### src/rtl/pcc_pkg.sv
// Package: shared types, constants and helpers of the 12-bit coefficient codec.
`timescale 1ns / 1ps
package pcc_pkg;

  localparam int unsigned MAX_COEFFS_DEFAULT = 2048;
  localparam int unsigned QUEUE_DEPTH        = 2;

  localparam logic [11:0] MODULUS_RESET = 12'd3457;
  localparam logic [11:0] COUNT_RESET   = 12'd768;

  localparam int unsigned FREEZE_MUL_SHIFT = 3;        // x*9 = (x << 3) + x
  localparam logic [19:0] FREEZE_ROUND     = 20'd16384;
  localparam logic [11:0] EVEN_MASK        = 12'hffe;

  localparam int unsigned CFG_IDX_W = 2;
  localparam logic [CFG_IDX_W-1:0] CFG_MODULUS     = 2'd0;
  localparam logic [CFG_IDX_W-1:0] CFG_COEFF_COUNT = 2'd1;

  localparam logic OP_ENCODE = 1'b0;
  localparam logic OP_DECODE = 1'b1;

  localparam logic [1:0] PH_EMPTY = 2'd0;
  localparam logic [1:0] PH_ONE   = 2'd1;
  localparam logic [1:0] PH_TWO   = 2'd2;

  typedef enum logic [1:0] {
    ST_IDLE,
    ST_EXEC,
    ST_EMIT
  } back_state_e;

  // Queue entry: operation, raw payload and freeze quotient estimate.
  typedef struct packed {
    logic               op;
    logic [15:0]        data;
    logic signed [4:0]  quot;
  } entry_t;

  typedef struct packed {
    logic [7:0]  byte_out;
    logic [11:0] coeff_out;
    logic        last;
    logic        poly_done;
    logic        range_error;
  } result_t;

  // Effective polynomial length: even, clamped to 2 .. max_coeffs.
  function automatic logic [12:0] poly_len(logic [11:0] count, int unsigned max_coeffs);
    logic [12:0] n;
    logic [12:0] m;
    n = {1'b0, count & EVEN_MASK};
    m = 13'(max_coeffs) & ~13'd1;
    if (n < 13'd2) begin
      n = 13'd2;
    end
    if (n > 13'(max_coeffs)) begin
      n = m;
    end
    return n;
  endfunction

endpackage

### src/rtl/pcc_if.sv
// Interfaces: input, result and configuration channels of the codec.
`timescale 1ns / 1ps
interface pcc_in_if;
  logic        valid;
  logic        ready;
  logic        operation;
  logic [15:0] coeff_in;
  logic [7:0]  wire_byte;

  modport source (output valid, output operation, output coeff_in, output wire_byte,
                  input ready);
  modport sink (input valid, input operation, input coeff_in, input wire_byte,
                output ready);
endinterface

interface pcc_out_if;
  logic        valid;
  logic        ready;
  logic [7:0]  byte_out;
  logic [11:0] coeff_out;
  logic        last;
  logic        poly_done;
  logic        range_error;

  modport source (output valid, output byte_out, output coeff_out, output last,
                  output poly_done, output range_error, input ready);
  modport sink (input valid, input byte_out, input coeff_out, input last,
                input poly_done, input range_error, output ready);
endinterface

interface pcc_cfg_if;
  logic                            valid;
  logic                            ready;
  logic [pcc_pkg::CFG_IDX_W-1:0]   index;
  logic [11:0]                     data;

  modport source (output valid, output index, output data, input ready);
  modport sink (input valid, input index, input data, output ready);
endinterface

### src/rtl/pcc_front.sv
// Front stage: takes input transfers, classifies them and estimates the freeze quotient.
`timescale 1ns / 1ps
module pcc_front (
  input  logic             clk_i,
  input  logic             rst_ni,
  input  logic             in_valid_i,
  output logic             in_ready_o,
  input  logic             operation_i,
  input  logic [15:0]      coeff_in_i,
  input  logic [7:0]       wire_byte_i,
  output logic             push_valid_o,
  input  logic             push_ready_i,
  output pcc_pkg::entry_t  push_entry_o
);

  logic            vld_q, vld_d;
  pcc_pkg::entry_t ent_q, ent_d;
  logic signed [19:0] x_ext;
  logic signed [19:0] rnd_sum;
  logic               take;

  assign in_ready_o = !vld_q || push_ready_i;
  assign take       = in_valid_i && in_ready_o;

  // t = (9x + 2^14) >>> 15, range -9 .. 9
  always_comb begin
    x_ext   = 20'(signed'(coeff_in_i));
    rnd_sum = (x_ext <<< pcc_pkg::FREEZE_MUL_SHIFT) + x_ext
              + signed'(pcc_pkg::FREEZE_ROUND);
    ent_d   = ent_q;
    vld_d   = vld_q;
    if (push_ready_i) begin
      vld_d = 1'b0;
    end
    if (take) begin
      vld_d       = 1'b1;
      ent_d.op    = operation_i;
      ent_d.quot  = rnd_sum[19:15];
      ent_d.data  = (operation_i == pcc_pkg::OP_DECODE) ? {8'd0, wire_byte_i} : coeff_in_i;
    end
  end

  always_ff @(posedge clk_i or negedge rst_ni) begin
    if (!rst_ni) begin
      vld_q <= 1'b0;
    end else begin
      vld_q <= vld_d;
    end
  end

  always_ff @(posedge clk_i) begin
    ent_q <= ent_d;
  end

  assign push_valid_o = vld_q;
  assign push_entry_o = ent_q;

endmodule

### src/rtl/pcc_queue.sv
// Queue: short FIFO between front and back stages.
`timescale 1ns / 1ps
module pcc_queue (
  input  logic             clk_i,
  input  logic             rst_ni,
  input  logic             push_valid_i,
  output logic             push_ready_o,
  input  pcc_pkg::entry_t  push_entry_i,
  output logic             pop_valid_o,
  input  logic             pop_ready_i,
  output pcc_pkg::entry_t  pop_entry_o
);

  localparam int unsigned Depth = pcc_pkg::QUEUE_DEPTH;
  localparam int unsigned PtrW  = (Depth > 1) ? $clog2(Depth) : 1;
  localparam int unsigned CntW  = $clog2(Depth + 1);

  pcc_pkg::entry_t mem_q [Depth];
  logic [PtrW-1:0] wr_ptr_q, wr_ptr_d, rd_ptr_q, rd_ptr_d;
  logic [CntW-1:0] cnt_q, cnt_d;
  logic            push, pop;

  assign push_ready_o = (cnt_q != CntW'(Depth));
  assign pop_valid_o  = (cnt_q != '0);
  assign pop_entry_o  = mem_q[rd_ptr_q];
  assign push         = push_valid_i && push_ready_o;
  assign pop          = pop_valid_o && pop_ready_i;

  always_comb begin
    wr_ptr_d = wr_ptr_q;
    rd_ptr_d = rd_ptr_q;
    cnt_d    = cnt_q;
    if (push) begin
      wr_ptr_d = (wr_ptr_q == PtrW'(Depth - 1)) ? '0 : wr_ptr_q + 1'b1;
    end
    if (pop) begin
      rd_ptr_d = (rd_ptr_q == PtrW'(Depth - 1)) ? '0 : rd_ptr_q + 1'b1;
    end
    if (push && !pop) begin
      cnt_d = cnt_q + 1'b1;
    end else if (pop && !push) begin
      cnt_d = cnt_q - 1'b1;
    end
  end

  always_ff @(posedge clk_i or negedge rst_ni) begin
    if (!rst_ni) begin
      wr_ptr_q <= '0;
      rd_ptr_q <= '0;
      cnt_q    <= '0;
    end else begin
      wr_ptr_q <= wr_ptr_d;
      rd_ptr_q <= rd_ptr_d;
      cnt_q    <= cnt_d;
    end
  end

  always_ff @(posedge clk_i) begin
    if (push) begin
      mem_q[wr_ptr_q] <= push_entry_i;
    end
  end

endmodule

### src/rtl/pcc_back.sv
// Back stage: freeze, pack/unpack, polynomial position and range flag; emits results.
`timescale 1ns / 1ps
module pcc_back #(
  parameter int unsigned MAX_COEFFS = pcc_pkg::MAX_COEFFS_DEFAULT
) (
  input  logic                          clk_i,
  input  logic                          rst_ni,
  input  logic [11:0]                   modulus_i,
  input  logic [$clog2(MAX_COEFFS+1)-1:0] len_i,
  input  logic                          pop_valid_i,
  output logic                          pop_ready_o,
  input  pcc_pkg::entry_t               pop_entry_i,
  output logic                          out_valid_o,
  input  logic                          out_ready_i,
  output pcc_pkg::result_t              out_res_o
);

  localparam int unsigned PW = $clog2(MAX_COEFFS);
  localparam int unsigned LW = $clog2(MAX_COEFFS + 1);

  pcc_pkg::back_state_e state_q, state_d;
  logic [15:0]   pend_q, pend_d;
  logic [1:0]    phase_q, phase_d;
  logic [PW-1:0] pos_q, pos_d;
  logic          sticky_q, sticky_d;
  logic          op_q, op_d;
  logic [15:0]   data_q, data_d;
  logic [15:0]   prod_q, prod_d;
  pcc_pkg::result_t res_q [3];
  pcc_pkg::result_t res_d [3];
  logic [1:0]    cnt_q, cnt_d, idx_q, idx_d;

  logic signed [17:0] prod_full;
  logic [15:0]   fr_r, fr_s;
  logic [11:0]   frozen, c0, dc;
  logic [LW:0]   pos_ext, len_ext;
  logic          enc_done, dec_end, dec_bad;

  assign prod_full = $signed(pop_entry_i.quot) * $signed({1'b0, modulus_i});
  assign pop_ready_o = (state_q == pcc_pkg::ST_IDLE);
  assign out_valid_o = (state_q == pcc_pkg::ST_EMIT);
  assign out_res_o   = res_q[idx_q];

  always_comb begin
    fr_r    = data_q - prod_q;
    fr_s    = fr_r + {4'd0, modulus_i};
    frozen  = (fr_r < fr_s) ? fr_r[11:0] : fr_s[11:0];
    c0      = pend_q[11:0];
    pos_ext = {{(LW + 1 - PW){1'b0}}, pos_q};
    len_ext = {1'b0, len_i};
    enc_done = (pos_ext + (LW+1)'(2) >= len_ext);
    dec_end  = (pos_ext + (LW+1)'(1) >= len_ext);
    if (phase_q == pcc_pkg::PH_ONE) begin
      dc = {data_q[3:0], pend_q[7:0]};
    end else begin
      dc = {data_q[7:0], pend_q[3:0]};
    end
    dec_bad = (dc >= modulus_i);
  end

  always_comb begin
    state_d  = state_q;
    pend_d   = pend_q;
    phase_d  = phase_q;
    pos_d    = pos_q;
    sticky_d = sticky_q;
    op_d     = op_q;
    data_d   = data_q;
    prod_d   = prod_q;
    res_d    = res_q;
    cnt_d    = cnt_q;
    idx_d    = idx_q;
    case (state_q)
      pcc_pkg::ST_IDLE: begin
        if (pop_valid_i) begin
          op_d    = pop_entry_i.op;
          data_d  = pop_entry_i.data;
          prod_d  = prod_full[15:0];
          state_d = pcc_pkg::ST_EXEC;
        end
      end
      pcc_pkg::ST_EXEC: begin
        idx_d   = 2'd0;
        state_d = pcc_pkg::ST_IDLE;
        for (int k = 0; k < 3; k++) begin
          res_d[k] = '0;
        end
        if (op_q == pcc_pkg::OP_ENCODE) begin
          if (phase_q == pcc_pkg::PH_EMPTY) begin
            pend_d  = {4'd0, frozen};
            phase_d = pcc_pkg::PH_ONE;
          end else begin
            res_d[0].byte_out  = c0[7:0];
            res_d[1].byte_out  = {frozen[3:0], c0[11:8]};
            res_d[2].byte_out  = frozen[11:4];
            res_d[2].last      = 1'b1;
            res_d[2].poly_done = enc_done;
            pos_d   = enc_done ? '0 : PW'(pos_ext + (LW+1)'(2));
            pend_d  = '0;
            phase_d = pcc_pkg::PH_EMPTY;
            cnt_d   = 2'd3;
            state_d = pcc_pkg::ST_EMIT;
          end
        end else begin
          if (phase_q == pcc_pkg::PH_EMPTY) begin
            pend_d  = data_q;
            phase_d = pcc_pkg::PH_ONE;
          end else begin
            if (phase_q == pcc_pkg::PH_ONE) begin
              pend_d  = {12'd0, data_q[7:4]};
              phase_d = pcc_pkg::PH_TWO;
            end else begin
              pend_d  = '0;
              phase_d = pcc_pkg::PH_EMPTY;
            end
            res_d[0].coeff_out = dc;
            res_d[0].last      = 1'b1;
            if (dec_end) begin
              res_d[0].poly_done   = 1'b1;
              res_d[0].range_error = sticky_q | dec_bad;
              sticky_d = 1'b0;
              pos_d    = '0;
            end else begin
              sticky_d = sticky_q | dec_bad;
              pos_d    = PW'(pos_ext + (LW+1)'(1));
            end
            cnt_d   = 2'd1;
            state_d = pcc_pkg::ST_EMIT;
          end
        end
      end
      pcc_pkg::ST_EMIT: begin
        if (out_ready_i) begin
          if (idx_q == cnt_q - 2'd1) begin
            idx_d   = 2'd0;
            state_d = pcc_pkg::ST_IDLE;
          end else begin
            idx_d = idx_q + 2'd1;
          end
        end
      end
      default: begin
        state_d = pcc_pkg::ST_IDLE;
      end
    endcase
  end

  always_ff @(posedge clk_i or negedge rst_ni) begin
    if (!rst_ni) begin
      state_q  <= pcc_pkg::ST_IDLE;
      pend_q   <= '0;
      phase_q  <= pcc_pkg::PH_EMPTY;
      pos_q    <= '0;
      sticky_q <= 1'b0;
      cnt_q    <= '0;
      idx_q    <= '0;
    end else begin
      state_q  <= state_d;
      pend_q   <= pend_d;
      phase_q  <= phase_d;
      pos_q    <= pos_d;
      sticky_q <= sticky_d;
      cnt_q    <= cnt_d;
      idx_q    <= idx_d;
    end
  end

  always_ff @(posedge clk_i) begin
    op_q   <= op_d;
    data_q <= data_d;
    prod_q <= prod_d;
    res_q  <= res_d;
  end

  // result index stays inside the loaded burst
  assert property (@(posedge clk_i) disable iff (!rst_ni)
    out_valid_o |-> (idx_q < cnt_q))
    else $error("pcc_back: result index beyond burst");

  // execute lasts exactly one cycle
  assert property (@(posedge clk_i) disable iff (!rst_ni)
    (state_q == pcc_pkg::ST_EXEC) |=> (state_q != pcc_pkg::ST_EXEC))
    else $error("pcc_back: execute state held");

  // second coefficient of a pair closes the group
  assert property (@(posedge clk_i) disable iff (!rst_ni)
    (state_q == pcc_pkg::ST_EXEC && op_q == pcc_pkg::OP_ENCODE
     && phase_q != pcc_pkg::PH_EMPTY) |=> (phase_q == pcc_pkg::PH_EMPTY && cnt_q == 2'd3))
    else $error("pcc_back: encode pair did not close");

  // no pop while a burst is still being sent
  assert property (@(posedge clk_i) disable iff (!rst_ni)
    out_valid_o |-> !pop_ready_o)
    else $error("pcc_back: pop during result burst");

endmodule

### src/rtl/poly_coeff_12bit_codec.sv
// Top level: 12-bit polynomial coefficient pack/unpack codec.
//
//   channel  dir  payload                                            handshake
//   in_i     in   operation, coeff_in, wire_byte                     valid/ready
//   out_o    out  byte_out, coeff_out, last, poly_done, range_error  valid/ready
//   cfg_i    in   index (0 modulus, 1 coeff_count), data             valid/ready (ready high)
//
// Front register and two-entry queue take a new transfer each cycle while room is left.
// The back stage pops an item, executes it, then sends that item's results, if any:
// a closing encode gives three bytes, an emitting decode byte gives one coefficient.
// It takes no new item until all results of the last one have been sent.
// Reset clears pipeline and codec state; configuration returns to modulus 3457, count 768.
// A stalled result port holds the back stage; front and queue keep filling meanwhile.
`timescale 1ns / 1ps
module poly_coeff_12bit_codec #(
  parameter int unsigned MAX_COEFFS = pcc_pkg::MAX_COEFFS_DEFAULT
) (
  input  logic          clk_i,
  input  logic          rst_ni,
  pcc_in_if.sink        in_i,
  pcc_out_if.source     out_o,
  pcc_cfg_if.sink       cfg_i
);

  localparam int unsigned LW = $clog2(MAX_COEFFS + 1);

  logic [11:0]   modulus_q, modulus_d;
  logic [LW-1:0] len_q, len_d;
  logic [12:0]   len_full, len_rst;

  logic             push_valid, push_ready, pop_valid, pop_ready;
  pcc_pkg::entry_t  push_entry, pop_entry;
  pcc_pkg::result_t res;

  assign cfg_i.ready = 1'b1;
  assign len_full    = pcc_pkg::poly_len(cfg_i.data, MAX_COEFFS);
  assign len_rst     = pcc_pkg::poly_len(pcc_pkg::COUNT_RESET, MAX_COEFFS);

  always_comb begin
    modulus_d = modulus_q;
    len_d     = len_q;
    if (cfg_i.valid) begin
      case (cfg_i.index)
        pcc_pkg::CFG_MODULUS:     modulus_d = cfg_i.data;
        pcc_pkg::CFG_COEFF_COUNT: len_d     = len_full[LW-1:0];
        default: ;
      endcase
    end
  end

  always_ff @(posedge clk_i or negedge rst_ni) begin
    if (!rst_ni) begin
      modulus_q <= pcc_pkg::MODULUS_RESET;
      len_q     <= len_rst[LW-1:0];
    end else begin
      modulus_q <= modulus_d;
      len_q     <= len_d;
    end
  end

  pcc_front u_front (
    .clk_i        (clk_i),
    .rst_ni       (rst_ni),
    .in_valid_i   (in_i.valid),
    .in_ready_o   (in_i.ready),
    .operation_i  (in_i.operation),
    .coeff_in_i   (in_i.coeff_in),
    .wire_byte_i  (in_i.wire_byte),
    .push_valid_o (push_valid),
    .push_ready_i (push_ready),
    .push_entry_o (push_entry)
  );

  pcc_queue u_queue (
    .clk_i        (clk_i),
    .rst_ni       (rst_ni),
    .push_valid_i (push_valid),
    .push_ready_o (push_ready),
    .push_entry_i (push_entry),
    .pop_valid_o  (pop_valid),
    .pop_ready_i  (pop_ready),
    .pop_entry_o  (pop_entry)
  );

  pcc_back #(
    .MAX_COEFFS (MAX_COEFFS)
  ) u_back (
    .clk_i       (clk_i),
    .rst_ni      (rst_ni),
    .modulus_i   (modulus_q),
    .len_i       (len_q),
    .pop_valid_i (pop_valid),
    .pop_ready_o (pop_ready),
    .pop_entry_i (pop_entry),
    .out_valid_o (out_o.valid),
    .out_ready_i (out_o.ready),
    .out_res_o   (res)
  );

  assign out_o.byte_out    = res.byte_out;
  assign out_o.coeff_out   = res.coeff_out;
  assign out_o.last        = res.last;
  assign out_o.poly_done   = res.poly_done;
  assign out_o.range_error = res.range_error;

endmodule
### src/flat_wrapper.sv
// flat-port wrapper written by rule: the top's interface ports become plain ports
module poly_coeff_12bit_codec_flat 
#(
  parameter int unsigned MAX_COEFFS = pcc_pkg::MAX_COEFFS_DEFAULT
)
  (clk_i, rst_ni, in_i_valid, in_i_operation, in_i_coeff_in, in_i_wire_byte, in_i_ready, out_o_valid, out_o_byte_out, out_o_coeff_out, out_o_last, out_o_poly_done, out_o_range_error, out_o_ready, cfg_i_valid, cfg_i_index, cfg_i_data, cfg_i_ready);
  pcc_in_if in_i_i ();
  pcc_out_if out_o_i ();
  pcc_cfg_if cfg_i_i ();
  input  logic clk_i;
  input  logic rst_ni;
  input wire logic [$bits(in_i_i.valid)-1:0] in_i_valid;
  input wire logic [$bits(in_i_i.operation)-1:0] in_i_operation;
  input wire logic [$bits(in_i_i.coeff_in)-1:0] in_i_coeff_in;
  input wire logic [$bits(in_i_i.wire_byte)-1:0] in_i_wire_byte;
  output wire logic [$bits(in_i_i.ready)-1:0] in_i_ready;
  output wire logic [$bits(out_o_i.valid)-1:0] out_o_valid;
  output wire logic [$bits(out_o_i.byte_out)-1:0] out_o_byte_out;
  output wire logic [$bits(out_o_i.coeff_out)-1:0] out_o_coeff_out;
  output wire logic [$bits(out_o_i.last)-1:0] out_o_last;
  output wire logic [$bits(out_o_i.poly_done)-1:0] out_o_poly_done;
  output wire logic [$bits(out_o_i.range_error)-1:0] out_o_range_error;
  input wire logic [$bits(out_o_i.ready)-1:0] out_o_ready;
  input wire logic [$bits(cfg_i_i.valid)-1:0] cfg_i_valid;
  input wire logic [$bits(cfg_i_i.index)-1:0] cfg_i_index;
  input wire logic [$bits(cfg_i_i.data)-1:0] cfg_i_data;
  output wire logic [$bits(cfg_i_i.ready)-1:0] cfg_i_ready;
  assign in_i_i.valid = in_i_valid;
  assign in_i_i.operation = in_i_operation;
  assign in_i_i.coeff_in = in_i_coeff_in;
  assign in_i_i.wire_byte = in_i_wire_byte;
  assign in_i_ready = in_i_i.ready;
  assign out_o_valid = out_o_i.valid;
  assign out_o_byte_out = out_o_i.byte_out;
  assign out_o_coeff_out = out_o_i.coeff_out;
  assign out_o_last = out_o_i.last;
  assign out_o_poly_done = out_o_i.poly_done;
  assign out_o_range_error = out_o_i.range_error;
  assign out_o_i.ready = out_o_ready;
  assign cfg_i_i.valid = cfg_i_valid;
  assign cfg_i_i.index = cfg_i_index;
  assign cfg_i_i.data = cfg_i_data;
  assign cfg_i_ready = cfg_i_i.ready;
  poly_coeff_12bit_codec #(.MAX_COEFFS(MAX_COEFFS)) u_core (.clk_i(clk_i), .rst_ni(rst_ni), .in_i(in_i_i), .out_o(out_o_i), .cfg_i(cfg_i_i));
endmodule
### config.mk
export PLATFORM = sky130hd
export DESIGN_NAME = poly_coeff_12bit_codec_flat
export DESIGN_NICKNAME = d
export VERILOG_FILES = /design/src/rtl/pcc_pkg.sv /design/src/rtl/pcc_if.sv /design/src/rtl/pcc_front.sv /design/src/rtl/pcc_queue.sv /design/src/rtl/pcc_back.sv /design/src/rtl/poly_coeff_12bit_codec.sv /design/src/flat_wrapper.sv
export SDC_FILE = /design/constraint.sdc
export NUM_CORES = 1
export LEC_CHECK = 0
export BUFFER_PORTS_ARGS = -buffer_cell sky130_fd_sc_hd__buf_4
export CORE_MARGIN = 2
export CORE_UTILIZATION = 31
export CTS_CLUSTER_DIAMETER = 200
export DETAILED_ROUTE_END_ITERATION = 6
export REMOVE_ABC_BUFFERS = 1
export SLEW_MARGIN = 10
export SYNTH_ARGS = -nofsm -noshare
export SYNTH_HDL_FRONTEND = slang
export SYNTH_HIERARCHICAL = 1
export SYNTH_SLANG_ARGS = --single-unit
### constraint.sdc
create_clock -name clk_i -period 6.11 [get_ports clk_i]
set_clock_uncertainty 0.2 [all_clocks]
set_input_delay 1.222 -clock clk_i [delete_from_list [all_inputs] [get_ports clk_i]]
set_output_delay 1.222 -clock clk_i [all_outputs]
set_load 0.1 [all_outputs]
* Word level (Yosys, flattened, before mapping)
Memory sizes are Yosys's and may differ from the RTL's. Cells that the tools add are included.
Word-level totals: bits in registers 157, RAM bits 44, bits of input ports 44, output and inout bits 26, memories 1
Cells by class: add/subtract/negate cells 12, $mul 1, order comparisons 7, equality and inequality tests 9, muxes and demuxes 44, bitwise operators 5, reduce and logical (&&, ||, !) cells 26
Memory list:
- u_core.u_queue.mem_q | depth 2, bits a word 22, rd ports 1, clocked after Yosys merged registers in 0, write ports 1, line pcc_queue.sv:18 | pcc_pkg::entry_t mem_q [Depth];
Operators by type and width (count):
- 12-bit 2-to-1 mux | 7
- 11-bit 2-to-1 mux | 5
- 23-bit binary-select mux with 2-bit select | 1
- 23-bit 2-to-1 mux | 2
- 2-bit 2-to-1 mux | 16
- 13-bit by 12-bit >= comparator with 1-bit output | 2
- 19-bit by 16-bit adder with 20-bit output | 1
- 20-bit by 16-bit adder with 20-bit output, second input constant | 1
- 16-bit by 12-bit adder with 16-bit output | 1
- 16-bit less-than comparator | 1
- 5-bit by 13-bit multiplier with 16-bit output | 1
- 16-bit subtractor | 1
- 13-bit by 12-bit > comparator with 1-bit output, second input constant | 1
- 11-bit by 1-bit adder with 12-bit output, second input constant | 1
- 11-bit by 2-bit adder with 12-bit output, second input constant | 1
- 12-bit >= comparator | 1
- 12-bit by 2-bit less-than comparator with 1-bit output, second input constant | 1
- 2-bit AND reduction | 5
- 1-bit 2-to-1 mux | 8
- 8-bit 2-to-1 mux | 1
- 2-bit nonzero test | 4
- 2-bit by 1-bit == test with 1-bit output, second input constant | 3
- 2-bit zero test | 3
- 2-bit case mux with 3 select lines | 1
- 20 further kinds | 35

* Longest topological paths before layout
word-level depth 6, gate-level depth with buffers 24, gate-level depth less buffers 23

* By module
Netlist, hierarchy kept.
By module, submodules not included:
- pcc_back | times used 1, cells an instance 984, area each 9461.6 sq um, seq. area each 3022.9 sq um
- pcc_queue | times used 1, cells an instance 86, area each 1788.0 sq um, seq. area each 1421.4 sq um
- pcc_front | times used 1, cells an instance 125, area each 1552.7 sq um, seq. area each 685.7 sq um
- poly_coeff_12bit_codec | times used 1, cells an instance 77, area each 967.2 sq um, seq. area each 584.3 sq um

* Worst setup path after synthesis
OpenSTA, ideal clock, no wires.
path kind reg2reg, from reg u_core.u_back.data_q[0], to reg u_core.u_back.pend_q[10], arrival 4.736 ns, required time 5.788 ns, slack 1.052 ns, stages on the path, launching flop included 25, buffers on the path 1, clock period less this slack 5.058 ns, cells stage by stage edfxtp_1 inv_1 ha_1 inv_1 fa_1 a21o_1 a21oi_1 xnor2_1 ha_1 a21boi_0 o21a_1 o211a_1 o21ai_0 a21boi_0 o211ai_1 nand2_1 ha_1 nor2_1 or4b_2 o211ai_1 or3_1 o21a_4 buf_6 o221ai_2 a32o_1
Between the ends: word-level cells in the longest chain between the ends 6
Ends and longest elaborated chain:
- from (decl) | line pcc_back.sv:27 | logic [15:0] data_q, data_d;
- from (signal assigned) | line pcc_back.sv:170 | data_q <= data_d;
- 16-bit subtractor (*) | line pcc_back.sv:45 | fr_r = data_q - prod_q;
- 16-bit by 12-bit adder with 16-bit output | line pcc_back.sv:46 | fr_s = fr_r + {4'd0, modulus_i};
- 16-bit less-than comparator | line pcc_back.sv:47 | frozen = (fr_r < fr_s) ? fr_r[11:0] : fr_s[11:0];
- 12-bit 2-to-1 mux (*) | line pcc_back.sv:47
- 12-bit 2-to-1 mux (*) | line pcc_back.sv:89 | if (phase_q == pcc_pkg::PH_EMPTY) begin
- 12-bit 2-to-1 mux (*) | line pcc_back.sv:88 | if (op_q == pcc_pkg::OP_ENCODE) begin
- to (signal assigned) | line pcc_back.sv:159 | pend_q <= pend_d;
- to (decl) | line pcc_back.sv:22 | logic [15:0] pend_q, pend_d;
Every way passes the cells marked *; elsewhere a longest branch is shown, timed or not. A chain may end at the register's enable or synchronous reset.

* Worst setup path after layout
from reg u_core.u_back.data_q[0], to reg u_core.u_back.pend_q[1]
Same word-level chain as after synthesis.

==> Flow_metrics.wiki <==
{| class="wikitable"
! Metric !! Value
|-
| Status || finished clean
|-
| Number of remaining DRC errors || 0
|-
| Insertion delay of the later-clocked pin in the worst-skew pair || 440 ps
|-
| Clock root buffer || clkbuf_16
|-
| Worst Tran Pin Value || 1100 ps
|-
| First DRT Iteration DRCs || 504
|-
| Average footprint of a synthesized cell || 10.8 sq um
|-
| Yosys warning count || 6
|-
| Highest clock rate || 175 MHz
|-
| HP Class || register to register
|-
| Die ar. || 46100 sq um
|-
| Portion of synthesized cell area occupied by the leading cell type || 30.5%
|-
| Footprint of the multi-input gates || 7380 sq um
|-
| Diodes inserted || 0
|-
| Worst relative slew slack || 26.4%
|-
| Number of primary I/O pins || 70
|-
| Number of different library cells in the post-synthesis netlist || 94
|-
| Total global-route track usage || 14.0%
|-
| Count of hold buffers inserted by post-cts repair || 0
|-
| Required time of the critical path || 6260 ps
|-
| Cell area after technology mapping || 13800 sq um
|-
| Shortest clock period the worst path allows after layout || 5710 ps
|-
| Area taken by flip-flops and latches || 5710 sq um
|-
| Vias in the first global route || 9759
|-
| Type of origin of the critical path || register
|-
| Area leader, netlist || edfxtp_1
|-
| Number of failing hold endpoints at the final stage || 0
|-
| Net count of the finished layout || 1539
|-
| First-pass GRT wire length || 51700 um
|-
| Remaining number of nets flagged by the antenna check after routing || 0
|-
| Total number of placement rows || 77
|-
| Max-cap violations || 0
|-
| Die height || 215 um
|-
| Kind of end point of the critical path || register
|-
| Most used flip-flop cell after synthesis || edfxtp_1
|-
| Maximum root-to-sink buffer count || 2
|-
| Most frequent cells after synthesis || ha_1 (142), edfxtp_1 (140), inv_1 (112), nand2_1 (109), nor2_1 (64)
|-
| Vias || 9487
|-
| Flip-flop and latch count after synthesis || 200
|-
| Initial antenna violation count || 1
|-
| Final number of max-transition violations || 0
|-
| EDFF count, synth || 140
|-
| CTS Buf Count || 17
|-
| Maximum number of pins on one net before global-route repair || 61
|-
| Hpwl dp || 23900 um
|-
| Post-synth ARST share || 30.0%
|-
| Maximum fanout along the worst path || 12
|-
| Final worst path period share || 93.4%
|-
| Largest cells by area after synthesis || edfxtp_1 (31%), ha_1 (13%), dfrtp_1 (9.6%)
|-
| # setup viols final || 0
|-
| Unrepaired setup endpoints after global routing || yes
|-
| Routed wire length per instance || 16.2 um
|-
| Fillers || 4393
|-
| Worst Setup Path Type || register to register
|-
| Most instantiated library cell after synthesis || ha_1
|-
| Overall die width || 215 um
|-
| Final core utilization || 35.0%
|-
| Total Routed Length || 31100 um
|-
| Global placer's final weighted congestion || 0.849
|-
| Clock-pin transition on the worst setup and hold timing paths || 70 ps
|-
| Post-DR vias/cell || 4.93
|-
| Grt total ovfl || 0
|-
| CTS tree || yes
|-
| Placeable core region || 44000 sq um
|-
| Layout cell share with drive strength beyond 1 || 15.0%
|-
| Initial core utilization || 31.3%
|-
| Sinks on Clock Net || 200
|-
| Number of H-tree branching levels || 4
|-
| Area growth from synthesis to final layout || 11.8%
|-
| Arrival time at the worst endpoint || 5860 ps
|-
| Router iterations before antenna repair || 4
|-
| # port buffers || 68
|-
| Part of the Yosys area used for sequential elements || 41.5%
|-
| Cells after Synth || 1272
|}
[sequential cells by signal, summed over array words and instances (netlist names), 11 cells and up]
name	count
u_core/len_q	11
u_core/modulus_q	12
u_core/u_back/data_q	16
u_core/u_back/pend_q	12
u_core/u_back/pos_q	11
u_core/u_back/prod_q	16
u_core/u_back/res_q	41
u_core/u_front/push_entry_o	22
u_core/u_queue/mem_q	44
[timing repair]
action,4_1_cts,5_1_grt
buffers inserted,0,1
endpoints found under the setup margin,0,24
gates resized for setup,0,2
[kinds of logic after synthesis]
kind of cell / synth area share (%)
DFF: 41.5
buffers and inverters: 5.03
other: 0.0545
xor gates and xnor gates: 3.93
muxes: 5.49
adders and majority gates: 17.7
and+or+nand+nor: 13.1
AOI/OAI and AO/OA: 13.2
[worst paths after layout]
check,start,end,slack [ps],depth (start not counted)
hold / removal,u_core/u_front/push_entry_o[2],u_core/u_queue/mem_q[1][2],250,0
max in group asynchronous,rst_ni,u_core/u_back/pend_q[11],4500,1
hold reg to reg,u_core/u_front/push_entry_o[2],u_core/u_queue/mem_q[1][2],250,0
min in group asynchronous,rst_ni,u_core/u_queue/rd_ptr_q,660,1
setup / recovery,u_core/u_back/data_q[0],u_core/u_back/pend_q[1],400,21
setup reg to reg,u_core/u_back/data_q[0],u_core/u_back/pend_q[1],400,21
[per-stage QoR]
step | cells | cell area [sq um] | setup slack [ps] | setup TNS (ps) | hold WS (ps)
finish | 1925 | 15400 | 402 | 0 | 246
global route | 1925 | 15400 | -4.37 | -4.37 | 264
CTS | 1924 | 15400 | 194 | 0 | 248
detailed placement | 1892 | 14800 | 237 | 0 | 232
global placement | 1892 | 14800 | 345 | 0 | 224
floorplan | 1225 | 13500 | 922 | 0 | 221
[critical path: stages, from the launching register on]
cell       delay [ps]
edfxtp_1          420
inv_1             100
ha_1              190
inv_1              60
fa_1              430
a211oi_2          280
o21ai_0           140
xor2_1            230
ha_1              330
a2111oi_0         480
o21ai_0           230
a211o_1           350
a21oi_1           200
xor2_1            120
ha_1              320
o2111ai_1         120
a21oi_1           150
o211ai_1          120
or3_4             470
o21ai_2           130
mux2_1            380
o221ai_1          190
[final cells by class]
class | instances | share of cell area, %
Tap cell | 592 | 4.81
Clock buffer | 20 | 2.98
Timing Repair Buffer | 76 | 3.71
Clock inverter | 12 | 0.675
Sequential cell | 200 | 37.1
Inverter | 113 | 2.76
Multi-Input combinational cell | 912 | 47.9
[layer usage]
metal  global-route usage (%)  wire [um]  up-vias
li1                         -          -     4641
met2                     22.3      14200      240
met3                     2.52       1440       40
met4                     4.75        739        2
met1                     19.0      14700     4564
met5                        0         13        -
[cells in the final DEF (no fill, tap or decap), types with 6 or more instances in the layout]
master	count
a211oi_1	8
a21boi_0	6
a21o_1	24
a21oi_1	42
a31oi_1	8
and2_1	45
and3_1	21
buf_4	76
clkbuf_16	18
dfrtp_1	53
dfstp_2	7
edfxtp_1	140
fa_1	33
ha_1	142
inv_1	112
inv_6	6
mux2_2	49
mux2i_1	17
nand2_1	109
nand2b_1	23
nand3_1	17
nor2_1	64
nor2b_1	22
nor3_1	16
o211ai_1	18
o21a_1	20
o21ai_0	49
xnor2_1	36
xor2_1	23
Power is not shown: default switching activity piles up to over one toggle a cycle in this logic, so the estimate is an artifact.
